## config.mk

```make
export PLATFORM = sky130hd
export DESIGN_NAME = qtmci_csr
export DESIGN_NICKNAME = d
export VERILOG_FILES = /design/src/rtl/qtmci_pkg.sv /design/src/rtl/qtmci_csr.sv
export SDC_FILE = /design/constraint.sdc
export NUM_CORES = 1
export LEC_CHECK = 0
export BUFFER_PORTS_ARGS = -buffer_cell sky130_fd_sc_hd__buf_2
export CAP_MARGIN = 20
export CORE_ASPECT_RATIO = 1.4
export CORE_MARGIN = 2
export CORE_UTILIZATION = 45
export CTS_BUF_LIST = sky130_fd_sc_hd__clkbuf_4
export DETAILED_ROUTE_END_ITERATION = 8
export GPL_TIMING_DRIVEN = 0
export PLACE_DENSITY = 0.72
export SETUP_SLACK_MARGIN = 0.4
export SLEW_MARGIN = 5
export SYNTH_ARGS = -nofsm -noshare
export SYNTH_HDL_FRONTEND = slang
export SYNTH_SLANG_ARGS = --single-unit
```

## constraint.sdc

```tcl
create_clock -name clock -period 2.46 [get_ports clock]
set_clock_uncertainty 0.2 [all_clocks]
set_input_delay 0.615 -clock clock [delete_from_list [all_inputs] [get_ports clock]]
set_output_delay 0.615 -clock clock [all_outputs]
set_load 0.02 [all_outputs]
```

## src/rtl/qtmci_pkg.sv

```systemverilog
// shared types, register codes and tables of the quadtree morton cell index
package qtmci_pkg;

   // register indexes of the configuration port
   localparam logic [2:0] CSR_TREE_LEVEL      = 3'd0;
   localparam logic [2:0] CSR_ORIGIN_LEFT     = 3'd1;
   localparam logic [2:0] CSR_ORIGIN_TOP      = 3'd2;
   localparam logic [2:0] CSR_INV_CELL_WIDTH  = 3'd3;
   localparam logic [2:0] CSR_INV_CELL_HEIGHT = 3'd4;

   // deepest tree the grid supports (levels 0 .. MAX_LEVEL-1)
   localparam logic [3:0] MAX_LEVEL = 4'd9;

   // corner order inside a box word
   localparam int NUM_CORNER = 4;
   localparam int CORNER_LEFT   = 0;
   localparam int CORNER_TOP    = 1;
   localparam int CORNER_RIGHT  = 2;
   localparam int CORNER_BOTTOM = 3;

   typedef struct packed {
      logic [3:0]  tree_level;
      logic [31:0] origin_left;
      logic [31:0] origin_top;
      logic [31:0] inv_cell_width;
      logic [31:0] inv_cell_height;
   } cfg_type;

   // per-corner integer cell coordinate plus a below-origin flag
   typedef struct packed {
      logic [NUM_CORNER-1:0]       neg;
      logic [NUM_CORNER-1:0][31:0] coord;
   } cell_type;

   // level offset (4^d - 1) / 3, first index of depth d in the linear tree
   function automatic logic [16:0] level_offset(input logic [3:0] d);
      logic [16:0] r;
      unique case (d)
         4'd0:    r = 17'd0;
         4'd1:    r = 17'd1;
         4'd2:    r = 17'd5;
         4'd3:    r = 17'd21;
         4'd4:    r = 17'd85;
         4'd5:    r = 17'd341;
         4'd6:    r = 17'd1365;
         4'd7:    r = 17'd5461;
         4'd8:    r = 17'd21845;
         4'd9:    r = 17'd87381;
         default: r = 17'd0;
      endcase
      return r;
   endfunction

   // spread 8 bits to the even positions of 16
   function automatic logic [15:0] spread8(input logic [7:0] n);
      logic [15:0] r;
      r = '0;
      for (int i = 0; i < 8; i++) begin
         r[2*i] = n[i];
      end
      return r;
   endfunction

endpackage

```

## src/rtl/qtmci_csr.sv

```systemverilog
// configuration registers of the quadtree morton cell index
module qtmci_csr
   import qtmci_pkg::*;
(
   input  logic        clock,
   input  logic        reset,
   input  logic        csr_we,
   input  logic [2:0]  csr_addr,
   input  logic [31:0] csr_wdata,
   output cfg_type     cfg
);

   cfg_type cfg_ff, cfg_in;

   // decode one register write, unknown indexes are dropped
   always_comb begin
      cfg_in = cfg_ff;
      if (csr_we) begin
         unique case (csr_addr)
            CSR_TREE_LEVEL:      cfg_in.tree_level      = csr_wdata[3:0];
            CSR_ORIGIN_LEFT:     cfg_in.origin_left     = csr_wdata;
            CSR_ORIGIN_TOP:      cfg_in.origin_top      = csr_wdata;
            CSR_INV_CELL_WIDTH:  cfg_in.inv_cell_width  = csr_wdata;
            CSR_INV_CELL_HEIGHT: cfg_in.inv_cell_height = csr_wdata;
            default:             cfg_in = cfg_ff;
         endcase
      end
   end

   always_ff @(posedge clock) begin
      if (reset) begin
         cfg_ff.tree_level      <= 4'd0;
         cfg_ff.origin_left     <= 32'd0;
         cfg_ff.origin_top      <= 32'd0;
         cfg_ff.inv_cell_width  <= 32'd65536;
         cfg_ff.inv_cell_height <= 32'd65536;
      end else begin
         cfg_ff <= cfg_in;
      end
   end

   assign cfg = cfg_ff;

endmodule

```

==> impl_metrics.json <==
{
  "ant_nets": 0,
  "synthCells": 470,
  "fill_cells": 1042,
  "drv_slew": 0,
  "maxUsedRoutingLayer": "met4",
  "hold_viol_final": 0,
  "initial_core_util_pct": 46.1,
  "yosys_warnings": 0,
  "post-route-min-period_ps": 1870,
  "synth_common_cells": "nand2b_1 (162), dfxtp_1 (132), mux2i_1 (132)",
  "cts_buffers": 17,
  "arrival_ps": 1060,
  "p_int_mw": 3.08,
  "drt_iter0_drc": 77,
  "worst-path-buf-inv": 1,
  "ys_types": 12,
  "vias_per_cell": 4.86,
  "synth_flop_cell": "dfxtp_1",
  "clk_pin_slew_worst_paths_ps": 120,
  "routedWlPerCell_um": 16.5,
  "fin_crit_sh_pct": 76.1,
  "outcome": "completed",
  "rows": 46,
  "switchingPower_uw": 993,
  "rsz0062_at_grt": "no",
  "clock_latency_ps": 500,
  "wl_um": 13400,
  "power.density_nw_per_um2": 622,
  "cts_post_setup_buffers_inserted": 0,
  "ys_ff_latch": 132,
  "grt_pass1_vias": 4246,
  "cts_buffer_depth": 2,
  "synth_most_common_cell": "nand2b_1",
  "worstMarginPinSlew_ps": 555,
  "cp-start-kind": "register",
  "grt_antenna_before_repair": 1,
  "core_area_um2": 11300,
  "tns_ps": 0,
  "swShare_pct": 24.4,
  "synth_nets": 508,
  "path_class": "register to primary output",
  "crit_slowest_cell": "dfxtp_1",
  "dr_total_vias": 3961,
  "cts_hold_buf": 0,
  "synth_top_area_share_pct": 50.6,
  "setup.worst_path.end_class": "primary output",
  "p_comb_share_pct": 9.1,
  "setup_viol": 0,
  "maxCapViolCount": 0,
  "irDropWorstVdd_v": 0.000395,
  "hpwl_um": 9970,
  "async_flop_share_pct": 0,
  "syn_to_final_growth_pct": 25.2,
  "route.met2.wl_um": 6960,
  "synth_edf_count": 0,
  "cts_resized": 0,
  "grt_pass1_wl_um": 21200,
  "ctsHtreeMaxLevel": 4,
  "cp.required_ps": 1640,
  "wl_met3_um": 694,
  "max_stage_delay_ps": 370,
  "portBuffers": 168,
  "overflow": 0,
  "die_y_um": 131,
  "nets": 695,
  "clock_power_share_pct": 36.7,
  "met1Wirelength_um": 5350,
  "die_w_um": 95.1,
  "whs_ps": 209,
  "slew-limit-headroom_pct": 63.0,
  "drc": 0,
  "crit_fanout": 2,
  "hp-class": "input port to register",
  "synth_area_um2": 5230,
  "ios": 170,
  "postSynthAreaPerCell_um2": 11.1,
  "cts_tree": "done",
  "p_leak_nw": 3.46,
  "largest_reg_flops": 132,
  "ys_seq_area_share_pct": 50.6,
  "worstPathCellList": "buf_2",
  "grt_max_degree": 17,
  "seqPwrFrac_pct": 54.3,
  "dieArea_um2": 12500,
  "dr.pass1.iters": 4,
  "cp_top_family": "flip-flops",
  "max_clock_freq_mhz": 534,
  "grt_use_total_pct": 21.9,
  "synth_top_area_cell": "dfxtp_1",
  "synth_area_leaders": "dfxtp_1 (51%), mux2i_1 (25%), nand2b_1 (19%)",
  "rrSetupSlack_ps": 1580,
  "place_congestion": 0.796,
  "cts-root-buf": "clkbuf_4",
  "drive_gt1_share_pct": 31.8,
  "numClockSinks": 132
}
-- tightest hold or removal path: cells and delay by family --
kind                   cells  cell delay [ps]
buffers and inverters      1              110
multiplexers               1               70
AND/OR/NAND/NOR            1               80
-- power groups by stage --
stage / sequential (mW) / combinational, mW / clock (mW)
final: 2.21 / 0.369 / 1.49
after global routing: 2.21 / 0.397 / 1.60
after CTS: 2.21 / 0.374 / 1.53
after detailed placement: 2.26 / 0.372 / 0
after global placement: 2.25 / 0.365 / 0
after floorplan: 2.31 / 0.174 / 0
-- layer usage --
layer  up-vias  GRT usage (%)
li1       1933              -
met3        25           5.62
met5         -              0
met4         0           9.58
met2       115           39.2
met1      1888           23.3
-- logic make-up after synthesis --
logic type,Yosys count,share of synthesized area [%]
simple gates,172,21.0
mux,132,25.3
buf+inv,34,3.09
flops,132,50.6
-- through the flow --
| step | instances | worst slack, ps | total power [mW] | instance area, um^2 | utilization, % |
|---|---|---|---|---|---|
| after global routing | 815 | 523 | 4.21 | 6540 | 57.7 |
| after global placement | 782 | 379 | 2.62 | 6250 | 55.1 |
| after CTS | 814 | 547 | 4.11 | 6540 | 57.7 |
| final | 815 | 588 | 4.07 | 6540 | 57.7 |
| after detailed placement | 782 | 358 | 2.63 | 6250 | 55.1 |
| after floorplan | 470 | 760 | 2.49 | 5230 | - |
-- area by class of cell --
cell class                 instances  area, um^2  area share, %
timing repair buffer             168         841           12.9
tap                              144         180           2.75
clock inverter                    11         135           2.07
buffer                            34         161           2.47
multi-input combinational        304        2420           37.0
clock buffer                      21         158           2.41
antenna                            1        2.50         0.0383
sequential                       132        2640           40.4
-- final timing paths --
check,cells past startpoint,endpoint,from
setup / recovery,1,cfg[4],cfg[4]
hold / removal,3,cfg[112],csr_wdata[16]
setup reg to reg,2,cfg[99],cfg[99]
hold reg to reg,2,cfg[71],cfg[71]
-- placed cells by master (no fill, tap or decap) --
cell type,count
and4bb_1,1
buf_2,177
buf_4,6
bufinv_16,3
clkbuf_1,19
clkbuf_4,21
clkinv_1,2
clkinv_2,3
clkinvlp_4,3
dfxtp_1,132
diode_2,1
mux2i_1,132
nand2b_1,162
nand4b_1,1
nand4bb_1,3
nor2_1,3
nor4bb_1,1
or4b_1,1
Note: power is estimated with default switching activity, not from simulation.
